File: src/rtl/printable_line_assembler_assert.svh
// ---------------------------------------------------------------------------
// Assertion macros for the printable line assembler
// Shared concurrent-check forms, clocked on clk and quiet during reset.
// ---------------------------------------------------------------------------
`ifndef PRINTABLE_LINE_ASSEMBLER_ASSERT_SVH
`define PRINTABLE_LINE_ASSEMBLER_ASSERT_SVH

// Check that a condition holds at every clock edge out of reset.
`define PLA_ASSERT_ALWAYS(label, expr, msg) \
  label: assert property (@(posedge clk) disable iff (!rst_n) (expr)) \
    else $error(msg);

// Check that a consequent holds in the same cycle as its antecedent.
`define PLA_ASSERT_IMPL(label, ante, cons, msg) \
  label: assert property (@(posedge clk) disable iff (!rst_n) (ante) |-> (cons)) \
    else $error(msg);

// Check that a consequent holds in the cycle after its antecedent.
`define PLA_ASSERT_NEXT(label, ante, cons, msg) \
  label: assert property (@(posedge clk) disable iff (!rst_n) (ante) |=> (cons)) \
    else $error(msg);

`endif

File: src/rtl/pla_pkg.sv
// ---------------------------------------------------------------------------
// pla_pkg
// Types and character constants shared by the line assembler modules.
// ---------------------------------------------------------------------------
package pla_pkg;

  localparam int unsigned BYTE_W = 8;
  localparam int unsigned CHAR_W = 7;
  localparam int unsigned POS_W  = 6;

  localparam logic [BYTE_W-1:0] CH_CR    = 8'h0D;
  localparam logic [BYTE_W-1:0] CH_LF    = 8'h0A;
  localparam logic [BYTE_W-1:0] PRINT_LO = 8'h20;
  localparam logic [BYTE_W-1:0] PRINT_HI = 8'h7E;

  typedef logic [CHAR_W-1:0] char_t;

  // Per-cycle command broadcast along the cell row.
  typedef struct packed {
    logic  shift;    // take the neighbour's character
    logic  append;   // a new character is being stored this cycle
    char_t wr_char;  // the character being stored
  } cell_cmd_t;

endpackage

File: src/rtl/pla_cell.sv
// ---------------------------------------------------------------------------
// pla_cell
// One character cell of the line row: load on append, pass on replay.
// ---------------------------------------------------------------------------
module pla_cell (
  input  logic              clk,
  input  pla_pkg::cell_cmd_t cmd,
  input  logic              sel,       // this cell is the append slot
  input  pla_pkg::char_t    nbr_char,  // character of the next cell up
  output pla_pkg::char_t    char_q
);

  pla_pkg::char_t char_r;
  pla_pkg::char_t char_nxt;

  always_comb begin
    char_nxt = char_r;
    if (cmd.shift) begin
      char_nxt = nbr_char;
    end else if (cmd.append && sel) begin
      char_nxt = cmd.wr_char;
    end
  end

  // Payload only: no reset.
  always_ff @(posedge clk) begin
    char_r <= char_nxt;
  end

  assign char_q = char_r;

endmodule

File: src/rtl/printable_line_assembler.sv
// ---------------------------------------------------------------------------
// printable_line_assembler
// Builds text lines from serial bytes in a row of character cells and
// replays each finished line one character per beat.
// ---------------------------------------------------------------------------
//
//   channel  | direction | handshake          | payload
//   ---------+-----------+--------------------+------------------------------
//   in_      | input     | in_valid/in_stall  | in_rx_byte[7:0]
//   out_     | output    | out_valid/out_stall| char_code, char_position,
//            |           |                    | line_length, is_last
//   cfg_     | input     | cfg_valid/cfg_ready| cfg_sink_enable
//
// Input: one byte per cycle while in_stall is low. A line feed that releases a line
//   holds in_stall high while the cell row drains through cell 0, one character
//   per cycle into the single output register while that register is free.
// Output stalls hold the output register and pause the drain; the input side
//   keeps taking bytes while a final character waits to be taken.
// Reset (rst_n low, synchronous) empties the line and sets sink_enable to 1;
//   cell contents are left as they are, and no clearing pass is needed.
// cfg_ready is always high.
// ---------------------------------------------------------------------------
module printable_line_assembler #(
  parameter int unsigned LINE_CAPACITY = 40
) (
  input  logic       clk,
  input  logic       rst_n,

  input  logic       in_valid,
  output logic       in_stall,
  input  logic [7:0] in_rx_byte,

  output logic       out_valid,
  input  logic       out_stall,
  output logic [6:0] out_char_code,
  output logic [5:0] out_char_position,
  output logic [5:0] out_line_length,
  output logic       out_is_last,

  input  logic       cfg_valid,
  output logic       cfg_ready,
  input  logic       cfg_sink_enable
);

  `include "printable_line_assembler_assert.svh"

  // Characters held at most; the count must reach DEPTH itself.
  localparam int unsigned DEPTH = LINE_CAPACITY - 1;
  localparam int unsigned CNT_W = $clog2(LINE_CAPACITY);

  typedef enum logic {
    ST_COLLECT,
    ST_REPLAY
  } state_t;

  state_t                 state_r,   state_nxt;
  logic [CNT_W-1:0]       count_r,   count_nxt;
  logic [CNT_W-1:0]       len_r,     len_nxt;
  logic [CNT_W-1:0]       pos_r,     pos_nxt;
  logic                   sink_en_r, sink_en_nxt;

  logic                   out_valid_r,   out_valid_nxt;
  pla_pkg::char_t         out_code_r,    out_code_nxt;
  logic [CNT_W-1:0]       out_pos_r,     out_pos_nxt;
  logic [CNT_W-1:0]       out_len_r,     out_len_nxt;
  logic                   out_last_r,    out_last_nxt;

  logic                   in_beat;
  logic                   is_cr;
  logic                   is_lf;
  logic                   is_print;
  logic                   has_room;
  logic                   do_append;
  logic                   start_replay;
  logic                   out_load;
  logic                   pos_is_last;

  pla_pkg::cell_cmd_t     cmd;
  pla_pkg::char_t         cell_q [DEPTH];

  // -------------------------------------------------------------------------
  // Byte decode
  // -------------------------------------------------------------------------
  assign in_stall  = (state_r == ST_REPLAY);
  assign in_beat   = in_valid && !in_stall;
  assign cfg_ready = 1'b1;

  assign is_cr    = (in_rx_byte == pla_pkg::CH_CR);
  assign is_lf    = (in_rx_byte == pla_pkg::CH_LF);
  assign is_print = (in_rx_byte >= pla_pkg::PRINT_LO) && (in_rx_byte <= pla_pkg::PRINT_HI);
  assign has_room = (count_r < CNT_W'(DEPTH));

  assign do_append    = in_beat && is_print && has_room;
  assign start_replay = in_beat && is_lf && (count_r != '0) && sink_en_r;

  // Drain one cell into the output register whenever that register is free.
  assign out_load    = (state_r == ST_REPLAY) && (!out_valid_r || !out_stall);
  assign pos_is_last = (pos_r == (len_r - CNT_W'(1)));

  assign cmd.shift   = out_load;
  assign cmd.append  = do_append;
  assign cmd.wr_char = in_rx_byte[pla_pkg::CHAR_W-1:0];

  // -------------------------------------------------------------------------
  // Cell row: cell 0 faces the output, the top cell takes zeros on a shift
  // -------------------------------------------------------------------------
  for (genvar i = 0; i < DEPTH; i++) begin : g_cell
    pla_pkg::char_t nbr;
    if (i == DEPTH - 1) begin : g_top
      assign nbr = '0;
    end else begin : g_mid
      assign nbr = cell_q[i+1];
    end
    pla_cell u_cell (
      .clk      (clk),
      .cmd      (cmd),
      .sel      (count_r == CNT_W'(i)),
      .nbr_char (nbr),
      .char_q   (cell_q[i])
    );
  end

  // -------------------------------------------------------------------------
  // Next-state logic
  // -------------------------------------------------------------------------
  always_comb begin
    state_nxt     = state_r;
    count_nxt     = count_r;
    len_nxt       = len_r;
    pos_nxt       = pos_r;
    sink_en_nxt   = sink_en_r;
    out_valid_nxt = out_valid_r;
    out_code_nxt  = out_code_r;
    out_pos_nxt   = out_pos_r;
    out_len_nxt   = out_len_r;
    out_last_nxt  = out_last_r;

    if (cfg_valid && cfg_ready) begin
      sink_en_nxt = cfg_sink_enable;
    end

    // Line bookkeeping: carriage return is a no-op, anything else that
    // cannot be appended drops the partial line.
    if (in_beat && !is_cr) begin
      if (do_append) begin
        count_nxt = count_r + CNT_W'(1);
      end else begin
        count_nxt = '0;
      end
    end

    if (start_replay) begin
      state_nxt = ST_REPLAY;
      len_nxt   = count_r;
      pos_nxt   = '0;
    end

    if (!out_stall) begin
      out_valid_nxt = 1'b0;
    end

    if (out_load) begin
      out_valid_nxt = 1'b1;
      out_code_nxt  = cell_q[0];
      out_pos_nxt   = pos_r;
      out_len_nxt   = len_r;
      out_last_nxt  = pos_is_last;
      pos_nxt       = pos_r + CNT_W'(1);
      if (pos_is_last) begin
        state_nxt = ST_COLLECT;
      end
    end
  end

  // -------------------------------------------------------------------------
  // State and registered outputs
  // -------------------------------------------------------------------------
  always_ff @(posedge clk) begin
    if (!rst_n) begin
      state_r     <= ST_COLLECT;
      count_r     <= '0;
      sink_en_r   <= 1'b1;
      out_valid_r <= 1'b0;
    end else begin
      state_r     <= state_nxt;
      count_r     <= count_nxt;
      sink_en_r   <= sink_en_nxt;
      out_valid_r <= out_valid_nxt;
    end
    len_r      <= len_nxt;
    pos_r      <= pos_nxt;
    out_code_r <= out_code_nxt;
    out_pos_r  <= out_pos_nxt;
    out_len_r  <= out_len_nxt;
    out_last_r <= out_last_nxt;
  end

  assign out_valid         = out_valid_r;
  assign out_char_code     = out_code_r;
  assign out_char_position = pla_pkg::POS_W'(out_pos_r);
  assign out_line_length   = pla_pkg::POS_W'(out_len_r);
  assign out_is_last       = out_last_r;

  // -------------------------------------------------------------------------
  // Assertions
  // -------------------------------------------------------------------------
  `PLA_ASSERT_ALWAYS(a_count_bound, count_r <= CNT_W'(DEPTH), "held count beyond line depth")
  `PLA_ASSERT_IMPL(a_out_pos_in_line, out_valid_r, out_pos_r < out_len_r, "position past length")
  `PLA_ASSERT_IMPL(a_out_last_match, out_valid_r, out_last_r == (out_pos_r == (out_len_r - CNT_W'(1))), "last flag mismatch")
  `PLA_ASSERT_NEXT(a_replay_clears, start_replay, count_r == '0 && state_r == ST_REPLAY, "line not cleared on replay")
  `PLA_ASSERT_IMPL(a_replay_len_ok, state_r == ST_REPLAY, len_r != '0 && pos_r < len_r, "replay beyond line")

endmodule

File: config.mk
export PLATFORM = sky130hd
export DESIGN_NAME = printable_line_assembler
export DESIGN_NICKNAME = d
export VERILOG_FILES = /design/src/rtl/pla_pkg.sv /design/src/rtl/pla_cell.sv /design/src/rtl/printable_line_assembler.sv
export VERILOG_INCLUDE_DIRS = /design/src /design/src/rtl
export SDC_FILE = /design/constraint.sdc
export NUM_CORES = 1
export LEC_CHECK = 0
export ABC_AREA = 1
export CORE_MARGIN = 1.5
export CORE_UTILIZATION = 60
export DETAILED_ROUTE_END_ITERATION = 6
export DONT_BUFFER_PORTS = 1
export PLACE_DENSITY_LB_ADDON = 0.2
export SLEW_MARGIN = 20
export SYNTH_ARGS = -nofsm -noshare
export SYNTH_HDL_FRONTEND = slang
export SYNTH_HIERARCHICAL = 1
export SYNTH_SLANG_ARGS = --single-unit
File: constraint.sdc
create_clock -name clk -period 5.39 [get_ports clk]
set_clock_uncertainty 0.15 [all_clocks]
set_input_delay 0.539 -clock clk [delete_from_list [all_inputs] [get_ports clk]]
set_output_delay 0.539 -clock clk [all_outputs]
set_load 0.01 [all_outputs]
After elaboration in Yosys (flattened, before gate mapping) --
Cells that the tools add are included.
Word-level totals: bits in registers 314, bits of input ports 14, logic and storage cells 275
Cells by class: add/sub/neg operators 3, $lt $le $gt $ge 3, equal/unequal tests 42, multiplexer cells 84, reductions and logical operators 94
Operators by type and width (count):
- two-way mux 7 bit | 76
- == test 6 x 5 -> 1 bit (second input constant) | 16
- nonzero test 2 bit | 39
- == test 6 x 4 -> 1 bit (second input constant) | 8
- logical AND 1 bit | 48
- == test 6 bit (second input constant) | 7
- == test 6 x 3 -> 1 bit (second input constant) | 4
- two-way mux 6 bit | 3
- == test 8 x 4 -> 1 bit (second input constant) | 2
- adder 6 x 1 -> 6 bit (second input constant) | 2
- == test 6 x 2 -> 1 bit (second input constant) | 2
- greater-or-equal comparator 8 x 6 -> 1 bit (second input constant) | 1
- <= comparator 8 x 7 -> 1 bit (second input constant) | 1
- == test 6 x 1 -> 1 bit (second input constant) | 1
- == test 6 bit | 1
- zero test 6 bit | 1
- < comparator 6 bit (second input constant) | 1
- nonzero test 6 bit | 1
- subtractor 6 x 1 -> 6 bit (second input constant) | 1
- two-way mux 1 bit | 5
- zero test 1 bit | 4
- != test 2 x 1 -> 1 bit (second input constant) | 1
- logical OR 1 bit | 1

Longest topological paths before layout --
depth after elaboration 8, gate-level depth with buffers 11, depth with buffers taken out 11

Modules after synthesis --
Netlist, hierarchy kept.
Modules (own cells, without submodules):
- pla_cell | times used 39, cells an instance 32, area each 311.5 um^2, seq. area each 210.2 um^2
- printable_line_assembler | times used 1, cells an instance 269, area each 2178.3 um^2, seq. area each 1141.1 um^2

Least setup slack after synthesis --
OpenSTA, ideal clock, no wires.
path kind input port to flip-flop, from in out_stall, to reg g_cell[0].u_cell.char_r[0] (enable), library setup time 0.323 ns, data arrival time 2.762 ns, required time 4.917 ns, setup slack 2.154 ns, cell stages on the path 6, path through nand2_1 nand2_1 inv_1 buf_6 inv_2 nand2_1
Between the ends: word-level cells in the longest chain between the ends 4
RTL lines:
- from (decl) | line printable_line_assembler.sv:34 | input logic out_stall,
- zero test 1 bit
- logical OR 1 bit | line printable_line_assembler.sv:97 | assign out_load = (state_r == ST_REPLAY) && (!out_valid_r || !out_stall);
- logical AND 1 bit | line printable_line_assembler.sv:97
- net out_load | line printable_line_assembler.sv:75 | logic out_load;
- nonzero test 2 bit (no source line)
- to (signal assigned) | line pla_cell.sv:27 | char_r <= char_nxt;
- to (decl) | line pla_cell.sv:13 | pla_pkg::char_t char_r;
The timed path passes the listed nets, and every way through them passes these cells. A chain may end at the register's enable or synchronous reset.

Worst setup path after layout --
from reg state_r, in the netlist in_stall, to reg g_cell[6].u_cell.char_r[1] (enable)
Between the ends: elaborated cells between the ends (all ways) 7, classes of those cells reduce/logical: 7
RTL lines:
- from (decl) | line printable_line_assembler.sv:56 | state_t state_r, state_nxt;
- from (signal assigned) | line printable_line_assembler.sv:185 | state_r <= state_nxt;
- logical AND 1 bit | line printable_line_assembler.sv:97
- net out_load | line printable_line_assembler.sv:75
- nonzero test 2 bit (no source line)
- to (signal assigned) | line pla_cell.sv:27
- to (decl) | line pla_cell.sv:13
The timed path passes the listed nets, and every way through them passes these cells.

==> run summary <==
Status -> completed
Global-route track usage on met1 -> 33.80%
Final period util -> 48.35%
Sw Ratio -> 19.62%
Most common cell in the synthesized netlist -> nand2_1
Seq pwr share -> 53.0%
Synth Area per Inst -> 9.445 µm²
GR Util met3 -> 4.047%
Crit path arrival time -> 2.62 ns
Core area -> 0.02347 mm²
Via-per-instance ratio -> 5.264
ANT cells -> 0
Die X-Extent -> 157.5 µm
Initial antenna violation count -> 0
Synth area leaders -> edfxtp_1 64%, nand2_1 25%, buf_6 3.1%, nor2_1 1.8%, dfxtp_1 1.3%
Critical path's most frequent cell -> nand2_1
Worst Max-Slew Pin Slew -> 0.6916 ns
Final Setup Violations -> 0
Internal Power -> 4071 µW
Post-synth top area share -> 63.92%
Vias after detailed routing -> 9822
Max Slew Vio Count -> 0
Post-Syn Instances -> 1517
Max_cap viols -> 0
Register area share after synthesis -> 65.18%
Psw -> 993.3 µW
Fmax -> 0.3837 GHz
Final WL -> 29930 µm
Sink Count -> 314
Cts repair resizes -> 0
Critical path, cell by cell -> nand2_1, inv_8, buf_4, inv_2, nand2_1
Slew HR -> 53.90%
Pwr dens -> 326.9 mW/mm²
GRT overflow -> 0
HP Class -> input pin to register
Mapped cell area -> 0.01433 mm²
Tot Pwr -> 5064 µW
Most heavily used metal layer in global routing -> met2
Wire length per cell -> 16.04 µm
Starting Density -> 61.04%
# nets final -> 1542
WP buf/inv -> 3
M2 GR Usage -> 42.46%
Crit path largest cell delay -> 0.57 ns
Netlist cell types -> 26
Peak supply drop -> 300.2 µV
First-pass DRT Iterations -> 5
List of most frequent post-synthesis cells -> 961 x nand2_1, 305 x edfxtp_1, 67 x nor2_1, 40 x buf_6, 40 x inv_2
Top FF cell, synth -> edfxtp_1
Share of cells above drive strength 1 -> 6.593%
Cell taking the most area after synthesis -> edfxtp_1
Worst path required time -> 5.41 ns
Total GRT Usage -> 25.18%
H-Tree Level Count -> 2
Combinational cell fraction of total power -> 2.6%
Clock Tree Root -> clkbuf_16
Startpoint types -> register
Largest net degree at the start of global routing -> 120
RSZ-0062 raised after global routing -> false
CTS Buffer Depth -> 3
Fill cells -> 1831
Die area -> 0.02482 mm²
# port buffers -> 0
LEAKAGE -> 0.006580 µW
Row cnt -> 56
DRC viols -> 0
Slowest CP cell -> inv_8
Area growth syn-to-layout -> 8.112%
Post-synth EDFFs -> 305
Minimum hold slack -> 0.01803 ns
Clock power frac -> 44.5%
Yosys reg bits -> 314
Detailed Route Iter0 Violations -> 990
CTS Buf Count -> 34
First-pass GRT wire length -> 47590 µm
Routed Antenna Nets -> 0
Setup Buffers After CTS -> 0
Clk slew on worst S/H paths -> 0.06 ns
Setup crit end kind -> register
Worst setup margin -> 2.784 ns
Critical path fanouts, max -> 119
Async SR Flop Fraction -> 0%
Routability cong. -> 0.8322
Vias in the first global route -> 9276
Hold Vio Cnt, Final -> 0
Io pins -> 37
Pre-CTS WS -> 2.634 ns
Sum Neg Setup Slack -> 0 ns
Die Y -> 157.5 µm
Crit path time final -> 2.606 ns
Post-DP HPWL -> 18060 µm
CP delay by family, top -> buffers and inverters
Clk_lat worst skew -> 0.51 ns
CP Class -> register to register
CTS tree -> done
YS warnings -> 6
sequential cells by signal (all words and copies together) (netlist names):
signal	flops
out_is_last	1
pos_r	6
out_char_position	6
sink_en_r	1
count_r	6
in_stall	1
out_char_code	7
g_cell.u_cell/char_q	273
out_valid	1
out_line_length	6
len_r	6
through the flow:
stage / instance area (µm²) / instances / utilization [%]
finish: 15490 / 1866 / 66.00
global route: 15490 / 1866 / 66.00
CTS: 15490 / 1866 / 66.00
detailed placement: 14400 / 1804 / 61.33
global placement: 14340 / 1802 / 61.09
floorplan: 14350 / 1523 / -
power by group through the flow:
stage | clock (µW) | combinational (µW) | sequential [µW]
after detailed placement | 0 | 130 | 2730
after CTS | 2290 | 130 | 2680
after global routing | 2380 | 153 | 2680
after floorplan | 0 | 97.6 | 2730
final | 2250 | 131 | 2680
after global placement | 0 | 121 | 2730
cells by family after synthesis:
family	count (synthesis)	share of synthesized area (%)
fa+ha+maj	6	0.5239
buf+inv	115	5.178
compound gates	17	0.7161
other cells	2	0.05241
flops	314	65.18
simple gates	1063	28.35
what timing repair did:
action | 4_1_cts | 5_1_grt
hold endpoints to repair | 1 | 0
hold buffers | 1 | 0
endpoints found under the setup margin | 0 | 0
final cells by class:
| cell class | instances | area (µm²) | share of cell area [%] |
|---|---|---|---|
| Timing Repair Buffer | 7 | 120.1 | 0.7754 |
| Tap cell | 319 | 399.1 | 2.577 |
| Clock inverter | 19 | 183.9 | 1.187 |
| Clock buffer | 42 | 902.1 | 5.823 |
| Inverter | 71 | 276.5 | 1.785 |
| Multi-Input combinational cell | 1094 | 4270 | 27.57 |
| Sequential cell | 314 | 9339 | 60.29 |
cells in the final DEF, fill, tap and decap left out, types with 4 or more instances in the layout:
| cell | Yosys | final |
|---|---|---|
| clkbuf_1 | 0 | 7 |
| nor2_1 | 67 | 67 |
| nand3_1 | 21 | 21 |
| edfxtp_1 | 305 | 305 |
| conb_1 | 2 | 8 |
| nor3_1 | 4 | 4 |
| clkinv_2 | 0 | 6 |
| inv_1 | 30 | 29 |
| ha_1 | 6 | 6 |
| nand2_1 | 961 | 961 |
| clkinv_1 | 0 | 6 |
| inv_2 | 40 | 40 |
| dfxtp_1 | 9 | 9 |
| clkbuf_16 | 0 | 35 |
| o21ai_0 | 4 | 4 |
| a21oi_1 | 10 | 10 |
path summary, 6_finish.rpt:
kind,startpoint,endpoint,slack [ns],cells after the start
max reg2reg,in_stall$_SDFF_PN0_,g_cell[6].u_cell/char_q[1]$_DFFE_PP_,2.78,5
min reg2reg,g_cell[0].u_cell/char_q[0]$_DFFE_PP_,out_char_code[0]$_DFFE_PP_,0.27,0
max,in_stall$_SDFF_PN0_,g_cell[6].u_cell/char_q[1]$_DFFE_PP_,2.78,5
min,cfg_sink_enable,sink_en_r$_SDFFE_PN1P_,0.02,2
routing by layer:
layer	part of all wire, %	routed length [µm]
met5	0	0
met1	42	12570
met2	48	14440
met3	7.4	2202
met4	2.4	719
(Power assumes the default switching activity.)
